### src/rtl/bole_pkg.sv
// Shared constants for the bounded ordered list engine: request kinds,
// status codes, field widths and register map. No dependencies.
package bole_pkg;

    localparam int DEPTH_DEF = 8;
    localparam int VALUE_WIDTH_DEF = 32;

    localparam int KIND_W = 3;
    localparam int STATUS_W = 3;
    localparam int COUNT_W = 4;
    localparam int CAP_W = 4;

    localparam int APB_DATA_W = 32;
    localparam int APB_ADDR_W = 3;

    localparam logic [APB_ADDR_W-3:0] REG_CAPACITY = '0;
    localparam logic [CAP_W-1:0] CAP_RESET = 4'd3;

    localparam logic [KIND_W-1:0] K_INS_FRONT = 3'd0;
    localparam logic [KIND_W-1:0] K_REM_REAR = 3'd1;
    localparam logic [KIND_W-1:0] K_DEL_AFTER = 3'd2;
    localparam logic [KIND_W-1:0] K_DEL_BEFORE = 3'd3;
    localparam logic [KIND_W-1:0] K_INS_AFTER = 3'd4;
    localparam logic [KIND_W-1:0] K_INS_BEFORE = 3'd5;

    localparam logic [STATUS_W-1:0] ST_OK = 3'd0;
    localparam logic [STATUS_W-1:0] ST_FULL = 3'd1;
    localparam logic [STATUS_W-1:0] ST_EMPTY = 3'd2;
    localparam logic [STATUS_W-1:0] ST_NOTARGET = 3'd3;
    localparam logic [STATUS_W-1:0] ST_NONEIGHBOUR = 3'd4;

endpackage

### src/rtl/bounded_ordered_list_engine.sv
// Top level of the bounded ordered list engine: request channel, result
// channel, APB capacity register and the entry memory with its sequencer.
// Depends on bole_pkg.
//
// Usage: a request (kind, target value, new value) is a transfer on
// i_valid/o_ready; one result (status, removed value, entry count) follows
// as a transfer on o_valid/i_ready. The list lives in a one-port-read,
// one-port-write synchronous memory; slot 0 is the front.
// Steps of a request: it is decoded; the search walks the entries (read
// port, one entry per cycle); a shift moves entries one at a time (read
// one, write the neighbor); a new value is written; the result register
// is loaded. Requests refused or ignored at decode go straight to the
// result register. The longest requests are an insert before or a delete
// before that finds its target.
// One request is in flight at a time; o_ready is high whenever the
// sequencer is idle, even while a result waits in the output register.
// If the receiver stalls, the finished result of the next request waits
// in the sequencer until the output register frees.
// Reset empties the list and sets capacity to 3; memory is not cleared,
// since only slots below the entry count are used. The user, not the
// block, must write capacity (APB byte address 0) only while it is idle.
module bounded_ordered_list_engine
#(
    parameter int DEPTH = bole_pkg::DEPTH_DEF,
    parameter int VALUE_WIDTH = bole_pkg::VALUE_WIDTH_DEF
) (
    input  logic                               i_clk,
    input  logic                               i_rst_n,
    input  logic                               i_valid,
    output logic                               o_ready,
    input  logic [bole_pkg::KIND_W-1:0]        i_kind,
    input  logic [VALUE_WIDTH-1:0]             i_target_value,
    input  logic [VALUE_WIDTH-1:0]             i_new_value,
    output logic                               o_valid,
    input  logic                               i_ready,
    output logic [bole_pkg::STATUS_W-1:0]      o_status,
    output logic [VALUE_WIDTH-1:0]             o_removed_value,
    output logic [bole_pkg::COUNT_W-1:0]       o_entry_count,
    input  logic                               psel,
    input  logic                               penable,
    input  logic                               pwrite,
    input  logic [bole_pkg::APB_ADDR_W-1:0]    paddr,
    input  logic [bole_pkg::APB_DATA_W-1:0]    pwdata,
    output logic [bole_pkg::APB_DATA_W-1:0]    prdata,
    output logic                               pready
);
    import bole_pkg::*;

    localparam int AW = $clog2(DEPTH);
    localparam int CW = $clog2(DEPTH + 1);

    typedef enum logic [2:0] {
        S_IDLE,
        S_SEARCH,
        S_TAKE,
        S_PUT,
        S_PUTV,
        S_DONE
    } t_state;

    t_state r_state, n_state;
    logic [KIND_W-1:0] r_kind, n_kind;
    logic [VALUE_WIDTH-1:0] r_tgt, n_tgt;
    logic [VALUE_WIDTH-1:0] r_new, n_new;
    logic [VALUE_WIDTH-1:0] r_rem, n_rem;
    logic [STATUS_W-1:0] r_status, n_status;
    logic [CW-1:0] r_count, n_count;
    logic [CW-1:0] r_idx, n_idx;
    logic [CW-1:0] r_pos, n_pos;
    logic [CAP_W-1:0] r_cap, n_cap;
    logic r_ovalid, n_ovalid;
    logic [STATUS_W-1:0] r_ostatus, n_ostatus;
    logic [VALUE_WIDTH-1:0] r_orem, n_orem;
    logic [COUNT_W-1:0] r_ocount, n_ocount;

    logic [VALUE_WIDTH-1:0] mem [DEPTH];
    logic [VALUE_WIDTH-1:0] r_rd;
    logic mem_we;
    logic [AW-1:0] mem_wa;
    logic [AW-1:0] mem_ra;
    logic [VALUE_WIDTH-1:0] mem_wd;

    logic [CW-1:0] eff_cap;
    logic full;
    logic hit;
    logic last;
    logic [CW-1:0] ins_pos;
    logic cfg_wr;
    logic cfg_sel;

    assign cfg_sel = (paddr[APB_ADDR_W-1:2] == REG_CAPACITY);
    assign cfg_wr = psel && penable && pwrite && cfg_sel;
    assign pready = 1'b1;
    assign prdata = cfg_sel ? APB_DATA_W'(r_cap) : '0;

    always_comb begin
        if (32'(r_cap) > 32'(DEPTH)) begin
            eff_cap = CW'(DEPTH);
        end else begin
            eff_cap = CW'(r_cap);
        end
    end

    assign full = (r_count >= eff_cap);
    assign hit = (r_rd == r_tgt);
    assign last = ((r_idx + 1'b1) >= r_count);
    assign ins_pos = (r_kind == K_INS_AFTER) ? r_idx + 1'b1 : r_idx;

    assign o_ready = (r_state == S_IDLE);
    assign o_valid = r_ovalid;
    assign o_status = r_ostatus;
    assign o_removed_value = r_orem;
    assign o_entry_count = r_ocount;

    always_comb begin
        n_state = r_state;
        n_kind = r_kind;
        n_tgt = r_tgt;
        n_new = r_new;
        n_rem = r_rem;
        n_status = r_status;
        n_count = r_count;
        n_idx = r_idx;
        n_pos = r_pos;
        n_cap = cfg_wr ? pwdata[CAP_W-1:0] : r_cap;
        n_ovalid = r_ovalid && !i_ready;
        n_ostatus = r_ostatus;
        n_orem = r_orem;
        n_ocount = r_ocount;
        mem_we = 1'b0;
        mem_wa = r_idx[AW-1:0];
        mem_wd = r_rd;
        mem_ra = '0;

        case (r_state)
            S_IDLE: begin
                if (i_valid) begin
                    n_kind = i_kind;
                    n_tgt = i_target_value;
                    n_new = i_new_value;
                    n_rem = '0;
                    n_status = ST_OK;
                    n_idx = '0;
                    n_state = S_DONE;
                    case (i_kind)
                        K_INS_FRONT: begin
                            if (full) begin
                                n_status = ST_FULL;
                            end else if (r_count == '0) begin
                                n_pos = '0;
                                n_state = S_PUTV;
                            end else begin
                                n_pos = '0;
                                n_idx = r_count - 1'b1;
                                mem_ra = AW'(r_count - 1'b1);
                                n_state = S_PUT;
                            end
                        end
                        K_REM_REAR: begin
                            if (r_count == '0) begin
                                n_status = ST_EMPTY;
                            end else begin
                                n_pos = r_count - 1'b1;
                                n_idx = r_count - 1'b1;
                                mem_ra = AW'(r_count - 1'b1);
                                n_state = S_TAKE;
                            end
                        end
                        K_DEL_AFTER, K_DEL_BEFORE: begin
                            if (r_count == '0) begin
                                n_status = ST_EMPTY;
                            end else begin
                                n_state = S_SEARCH;
                            end
                        end
                        K_INS_AFTER, K_INS_BEFORE: begin
                            if (r_count == '0) begin
                                n_status = ST_EMPTY;
                            end else if (full) begin
                                n_status = ST_FULL;
                            end else begin
                                n_state = S_SEARCH;
                            end
                        end
                        default: begin
                            n_status = ST_OK;
                        end
                    endcase
                end
            end
            S_SEARCH: begin
                if (hit) begin
                    case (r_kind)
                        K_DEL_AFTER: begin
                            if (last) begin
                                n_status = ST_NONEIGHBOUR;
                                n_state = S_DONE;
                            end else begin
                                n_pos = r_idx + 1'b1;
                                n_idx = r_idx + 1'b1;
                                mem_ra = AW'(r_idx + 1'b1);
                                n_state = S_TAKE;
                            end
                        end
                        K_DEL_BEFORE: begin
                            if (r_idx == '0) begin
                                n_status = ST_NONEIGHBOUR;
                                n_state = S_DONE;
                            end else begin
                                n_pos = r_idx - 1'b1;
                                n_idx = r_idx - 1'b1;
                                mem_ra = AW'(r_idx - 1'b1);
                                n_state = S_TAKE;
                            end
                        end
                        default: begin
                            n_pos = ins_pos;
                            if (ins_pos == r_count) begin
                                n_state = S_PUTV;
                            end else begin
                                n_idx = r_count - 1'b1;
                                mem_ra = AW'(r_count - 1'b1);
                                n_state = S_PUT;
                            end
                        end
                    endcase
                end else if (last) begin
                    if (r_kind inside {K_DEL_AFTER, K_DEL_BEFORE}) begin
                        n_status = ST_NONEIGHBOUR;
                    end else begin
                        n_status = ST_NOTARGET;
                    end
                    n_state = S_DONE;
                end else begin
                    n_idx = r_idx + 1'b1;
                    mem_ra = AW'(r_idx + 1'b1);
                end
            end
            S_TAKE: begin
                if (r_idx == r_pos) begin
                    n_rem = r_rd;
                end else begin
                    mem_we = 1'b1;
                    mem_wa = AW'(r_idx - 1'b1);
                end
                if (last) begin
                    n_count = r_count - 1'b1;
                    n_state = S_DONE;
                end else begin
                    n_idx = r_idx + 1'b1;
                    mem_ra = AW'(r_idx + 1'b1);
                end
            end
            S_PUT: begin
                mem_we = 1'b1;
                mem_wa = AW'(r_idx + 1'b1);
                if (r_idx == r_pos) begin
                    n_state = S_PUTV;
                end else begin
                    n_idx = r_idx - 1'b1;
                    mem_ra = AW'(r_idx - 1'b1);
                end
            end
            S_PUTV: begin
                mem_we = 1'b1;
                mem_wa = r_pos[AW-1:0];
                mem_wd = r_new;
                n_count = r_count + 1'b1;
                n_state = S_DONE;
            end
            S_DONE: begin
                if (!r_ovalid || i_ready) begin
                    n_ovalid = 1'b1;
                    n_ostatus = r_status;
                    n_orem = r_rem;
                    n_ocount = COUNT_W'(r_count);
                    n_state = S_IDLE;
                end
            end
            default: begin
                n_state = S_IDLE;
            end
        endcase
    end

    always_ff @(posedge i_clk) begin
        if (mem_we) begin
            mem[mem_wa] <= mem_wd;
        end
        r_rd <= mem[mem_ra];
    end

    always_ff @(posedge i_clk) begin
        if (!i_rst_n) begin
            r_state <= S_IDLE;
            r_count <= '0;
            r_cap <= CAP_RESET;
            r_ovalid <= 1'b0;
        end else begin
            r_state <= n_state;
            r_count <= n_count;
            r_cap <= n_cap;
            r_ovalid <= n_ovalid;
        end
        r_kind <= n_kind;
        r_tgt <= n_tgt;
        r_new <= n_new;
        r_rem <= n_rem;
        r_status <= n_status;
        r_idx <= n_idx;
        r_pos <= n_pos;
        r_ostatus <= n_ostatus;
        r_orem <= n_orem;
        r_ocount <= n_ocount;
    end

    a_count_bound: assert property (@(posedge i_clk) disable iff (!i_rst_n)
        r_count <= CW'(DEPTH))
        else $error("entry count above depth");

    a_no_write_idle: assert property (@(posedge i_clk) disable iff (!i_rst_n)
        (r_state == S_IDLE || r_state == S_DONE) |-> !mem_we)
        else $error("memory written outside a list update");

    a_count_stable: assert property (@(posedge i_clk) disable iff (!i_rst_n)
        (r_state != S_TAKE && r_state != S_PUTV) |=> $stable(r_count))
        else $error("entry count moved outside a take or put");

    a_result_from_done: assert property (@(posedge i_clk) disable iff (!i_rst_n)
        $rose(r_ovalid) |-> $past(r_state == S_DONE))
        else $error("result loaded without a finished request");

endmodule

### config.mk
export PLATFORM = sky130hd
export DESIGN_NAME = bounded_ordered_list_engine
export DESIGN_NICKNAME = d
export VERILOG_FILES = /design/src/rtl/bole_pkg.sv /design/src/rtl/bounded_ordered_list_engine.sv
export SDC_FILE = /design/constraint.sdc
export NUM_CORES = 1
export LEC_CHECK = 0
export ABC_AREA = 1
export CAP_MARGIN = 10
export CORE_MARGIN = 1.5
export CORE_UTILIZATION = 41
export CTS_CLUSTER_SIZE = 24
export DETAILED_ROUTE_END_ITERATION = 10
export DONT_BUFFER_PORTS = 1
export PLACE_DENSITY_LB_ADDON = 0.15
export REMOVE_ABC_BUFFERS = 1
export SYNTH_ARGS = -nofsm -noshare
export SYNTH_HDL_FRONTEND = slang
export SYNTH_SLANG_ARGS = --single-unit
### constraint.sdc
create_clock -name i_clk -period 7.8 [get_ports i_clk]
set_input_delay 0.39 -clock i_clk [delete_from_list [all_inputs] [get_ports i_clk]]
set_output_delay 0.39 -clock i_clk [all_outputs]
set_load 0.02 [all_outputs]
**Word-level counts from Yosys, hierarchy flattened**

Memory sizes are Yosys's and may differ from the RTL's. A register that Yosys moved wholly into a read port is not among the register bits.
Index checks and enable logic that the tools add are counted.

- Flip-flop bits (word level): 161
- Memory bits (writable): 256
- Bits of input ports: 109
- Output and inout bits: 74
- Logic and storage cells: 161
- Memories: 1

- Add/subtract/negate cells: 4
- Magnitude comparators: 3
- Eq/ne operators: 34
- Muxes and demuxes: 76
- Bitwise logic cells: 1
- Reduce and logical (&&, ||, !) cells: 28

Memory list:

| name | depth | width | rd ports | clocked after Yosys merged registers in | wr ports | line | RTL |
|---|---|---|---|---|---|---|---|
| mem | 8 | 32 | 1 | 1 | 1 | bounded_ordered_list_engine.sv:76 | `logic [VALUE_WIDTH-1:0] mem [DEPTH];` |

Operators by type and width:

| kind | number |
|---|---|
| 2-to-1 mux 32 bit | 3 |
| 2-to-1 mux 3 bit | 29 |
| 2-to-1 mux 4 bit | 17 |
| one-hot mux 32 bit (2 select lines) | 1 |
| one-hot mux 4 bit (2 select lines) | 6 |
| == test 32 bit | 1 |
| one-hot mux 3 bit (2 select lines) | 5 |
| one-hot mux 3 bit (4 select lines) | 2 |
| == test 3 x 2 -> 1 bit, second input constant | 6 |
| inequality test 3 bit, second input constant | 6 |
| one-hot mux 3 bit (6 select lines) | 1 |
| one-hot mux 4 bit (4 select lines) | 1 |
| == test 3 bit, second input constant | 5 |
| inequality test 2 bit, second input constant | 7 |
| inequality test 4 bit, second input constant | 3 |
| one-hot mux 3 bit (3 select lines) | 1 |
| adder 4 x 1 -> 4 bit, second input constant | 2 |
| == test 4 bit | 2 |
| >= comparator 4 bit | 2 |
| zero test 4 bit | 2 |
| AND reduction 8 bit | 1 |
| nonzero test 2 bit | 4 |
| subtractor 4 x 1 -> 4 bit, second input constant | 2 |
| == test 3 x 1 -> 1 bit, second input constant | 2 |
| other kinds (19) | 35 |

**Longest topological paths before layout**

- Depth in word-level cells: 8
- Mapped depth: 22
- Depth with buffers taken out: 19

**Worst setup path before layout**

OpenSTA, ideal clock, no wires.

- Kind: register to register
- Start point: register r_state[0]
- End point: register r_rd[10], read port of mem
- Setup time: 0.112 ns
- Arrival: 3.660 ns
- Required time: 7.688 ns
- Setup slack: 4.028 ns
- Stages on the path, launching flop included: 17
- Path buffers: 2
- Period minus slack after synthesis: 3.772 ns
- Path through: dfxtp_1 > nor2_1 > inv_1 > nor2_2 > inv_1 > nor2_2 > nand4_1 > nand2_1 > inv_2 > nand3_2 > buf_6 > buf_2 > nand2_1 > nand3_1 > nand2_1 > nand2_1 > nand2_1

- Cells in the longest elaborated chain, start to end: 2
- Elaborated cells between the ends (all ways): 5
- Classes of those cells: eq/ne (3); mux (1); reduce/logical (1)

RTL lines:

| element | line | RTL |
|---|---|---|
| start, declared | bounded_ordered_list_engine.sv:61 | `t_state r_state, n_state;` |
| start signal, assigned | bounded_ordered_list_engine.sv:300 | `r_state <= n_state;` |
| zero test 3 bit | -- |  |
| net o_ready | bounded_ordered_list_engine.sv:30 | `output logic o_ready,` |
| one-hot mux 3 bit (4 select lines) | bounded_ordered_list_engine.sv:135 | `case (r_state)` |
| end, declared | bounded_ordered_list_engine.sv:77 | `logic [VALUE_WIDTH-1:0] r_rd;` |

The timed path passes the listed nets, and every way through them passes these cells.
A chain may end at the register's enable or synchronous reset.

**Worst setup path in the final report**

- Start point: register r_idx[0]
- End point: register r_rd[14], read port of mem

- Cells in the longest elaborated chain, start to end: 7
- Elaborated cells between the ends (all ways): 14
- Classes of those cells: add/sub (2); order compare (1); eq/ne (2); mux (8); reduce/logical (1)

RTL lines:

| element | line | RTL |
|---|---|---|
| start, declared | bounded_ordered_list_engine.sv:68 | `logic [CW-1:0] r_idx, n_idx;` |
| start signal, assigned | bounded_ordered_list_engine.sv:310 | `r_idx <= n_idx;` |
| branches (longest 6 deep; another with adder 4 x 1 -> 4 bit) | -- |  |
| one-hot mux 3 bit (4 select lines) (*) | bounded_ordered_list_engine.sv:135 |  |

Every way passes the cells marked *.

==> flow_summary.ini <==
[status]
status = completed

[sta]
rsz0062_at_grt = no
slew_headroom_pct = 20.5
finalCritPeriodShare_pct = 70.6
fmax_mhz = 182
period_needed_ns = 5.51
worstMarginPinSlew_ns = 1.19
setup_viol_count_final = 0
slew_viol_final = 0
hold_slack_ns = 0.0744
totalNegativeSetupSlack_ns = 0
skew_ns = 0.0213
finalHoldViolCount = 0

[worst_setup_path]
crit_slowest_cell = buf_4
cpPeakStageDelay_ns = 0.69
path_max_fanout = 76
start_kind = flip-flop
worst-setup-path-type = reg -> reg
timing.critical_path.buf_inv = 4
crit_top_cell = nand2_1
crit_required_ns = 8.26
crit_family = simple AND/OR/NAND/NOR gates
worstPathArrival_ns = 5.97
critPathCaptureType = flip-flop
path_cells = inv_1, ha_1, ha_1, inv_1, o21bai_1, nand3_1, nand3_1, inv_1, ha_1, nand2_1, o21ai_1, nand2_1, nand3b_4, nand3_4, buf_4, nand2_1, nand3_1, nand2_1, nand2_1, nand2_1

[cts]
cts.sinks = 449
cts_resized = 0
h-tree-depth = 2
cts_hold_buffers = 72
clk_path_buf_depth = 3
clk_latency_ns = 0.59
path_clk_slew_ns = 0.06
post-cts-setup-buffers = 0
cts_tree = built
cts.root.buffer_cell = clkbuf_16
cts_inserted_buffers = 49

[pwr]
powerDensity_nw_per_um2 = 380
p_seq_share_pct = 42.6
ir_worst_vdd_uv = 173
clockPowerShare_pct = 25.7
sw_frac_of_total_pct = 36.3
switchingPower_mw = 3.15
leakagePower_nw = 9.49
comb_power_share_pct = 31.7
internal_power_mw = 5.53

[placement]
portBuffers = 0
gp_congestion = 0.945
dp_hpwl_um = 28700

[global_routing]
grt_max_degree = 83
antenna_found_initial = 0
grt_pass1_vias = 12795
overflow = 0
track_usage_pct = 20.2
grt_pass1_wl_um = 76200

[logic_synthesis]
synthFlopType = edfxtp_1
synth_most_common_cell = nand2_1
synth_cell_type_count = 45
synth_top_cell_area_share_pct = 60.6
synthTopCellsByCount = nand2_1, edfxtp_1, inv_1
synth-edff-count = 405
synth_area_per_cell_sq_um = 10.3
postSynthCellCount = 1949
ys_seq_area_share_pct = 65.0
syn-cell-area_sq_um = 20100
synth-seq-cells = 449
async_flop_share_pct = 0
synthTopCellsByArea = edfxtp_1, nand2_1, inv_1, dfxtp_1, nand4_1
ys_warn_count = 0
synth_area_leader_cell = edfxtp_1

[routing]
drtPass1Iterations = 5
first_iter_violations = 985
drc_errors = 0
ant_nets = 0
post_drt_wl_per_cell_um = 18.9
postRouteWirelength_um = 50400
via_per_inst = 5.05
vias = 13440

[layout]
drive_gt1_share_pct = 6.80
syn2layout_area_growth_pct = 13.8
nets = 2129
antenna_cells = 0

[floorplanning]
die_w_um = 224
num_rows = 80
num_io_pins = 183
die-area_sq_um = 50300
die_h_um = 224
initial_utilization_pct = 41.8
coreArea_sq_um = 48000

[min_path]
hold_path.class = in -> reg

[flow_run]
cap_viol_max_count = 0
## worst register-to-register path, stage by stage (launching register included)
cell and delay [ns]:
edfxtp_1 0.67, inv_1 0.34, ha_1 0.55, ha_1 0.30, inv_1 0.06, o21bai_1 0.05
nand3_1 0.09, nand3_1 0.35, inv_1 0.33, ha_1 0.31, nand2_1 0.08, o21ai_1 0.08
nand2_1 0.07, nand3b_4 0.61, nand3_4 0.28, buf_4 0.69, nand2_1 0.20, nand3_1 0.11
nand2_1 0.07, nand2_1 0.06, nand2_1 0.10
## placed cells by master (no fill, tap or decap), types with 4 or more instances in the layout
| cell type | synthesis | layout |
|---|---|---|
| nor3_1 | 5 | 5 |
| nand2_2 | 3 | 5 |
| inv_2 | 13 | 11 |
| clkbuf_8 | 0 | 8 |
| nor2_4 | 1 | 11 |
| inv_1 | 353 | 353 |
| buf_4 | 34 | 26 |
| conb_1 | 2 | 29 |
| o21ai_0 | 59 | 59 |
| nand4_1 | 135 | 135 |
| dlygate4sd3_1 | 0 | 72 |
| nor2_2 | 5 | 4 |
| ha_1 | 15 | 15 |
| o211ai_1 | 9 | 9 |
| o22ai_1 | 6 | 5 |
| xnor2_1 | 29 | 29 |
| a21oi_1 | 22 | 21 |
| clkbuf_1 | 19 | 17 |
| edfxtp_1 | 405 | 405 |
| dfxtp_1 | 44 | 44 |
| clkbuf_16 | 0 | 51 |
| nand3_1 | 154 | 153 |
| clkinv_1 | 0 | 5 |
| nor2_1 | 106 | 97 |
| xor2_1 | 5 | 5 |
| nand2_1 | 431 | 428 |
| clkinv_2 | 0 | 9 |
## layer usage
layer  track usage, %  vias up  wire length [um]
met2             33.1      371             24000
met1             27.2     6458             22300
li1                 -     6519                 -
met5                0        -                 0
met3             3.71       92              2680
met4             6.26        0              1380
## worst paths after layout
| check | from | end | slack, ns | cells past startpoint |
|---|---|---|---|---|
| max | r_idx[0] | r_rd[14] | 2.29 | 20 |
| min | i_ready | o_valid | 0.07 | 3 |
| max reg2reg | r_idx[0] | r_rd[14] | 2.29 | 20 |
| min reg2reg | r_rem[25] | o_removed_value[25] | 0.42 | 0 |
## power by group through the flow
stage	Clock (mW)	Sequential (mW)	Combinational [mW]
floorplan	0	3.69	1.82
global placement	0	3.74	2.71
detailed placement	0	3.75	2.73
CTS	2.29	3.71	2.77
global route	2.37	3.75	3.09
finish	2.23	3.70	2.75
## cell families after synthesis
| group | Yosys count | share of synthesized area (%) |
|---|---|---|
| flops | 449 | 65.0 |
| xor+xnor | 35 | 1.57 |
| compound gates | 114 | 3.20 |
| buf+inv | 486 | 10.3 |
| fa+ha+maj | 15 | 0.935 |
| simple gates | 848 | 18.9 |
| other cells | 2 | 0.0374 |
## through the flow
step           power, mW  instances  util (%)  area [sq um]  setup WS, ns
5_1_grt             9.21       2660      47.5         22800          1.96
6_report            8.68       2660      47.5         22800          2.29
3_5_place_dp        6.48       2497      42.8         20600          2.39
4_1_cts             8.76       2660      47.5         22800          2.36
3_3_place_gp        6.46       2497      42.8         20600          2.42
2_1_floorplan       5.52       1856         -         19500         0.916
## final cells by class
cell class	count	area, sq um
clock buffer	76	1450
clock inverter	15	100
fill	4433	25200
inverter	366	1380
multi-input combinational	1041	5180
sequential	449	13000
tap	615	769
timing repair buffer	98	916
## sequential cells by signal, indices dropped and copies added, names as in the netlist, 4 cells and up
signal and flops:
r_pos 4, o_removed_value 32, r_idx 4, r_tgt 32
mem 256, r_count 4, r_cap 4, r_rd 32
r_new 32, o_entry_count 4, r_rem 32
No activity file was read; power rests on OpenSTA's default activity.
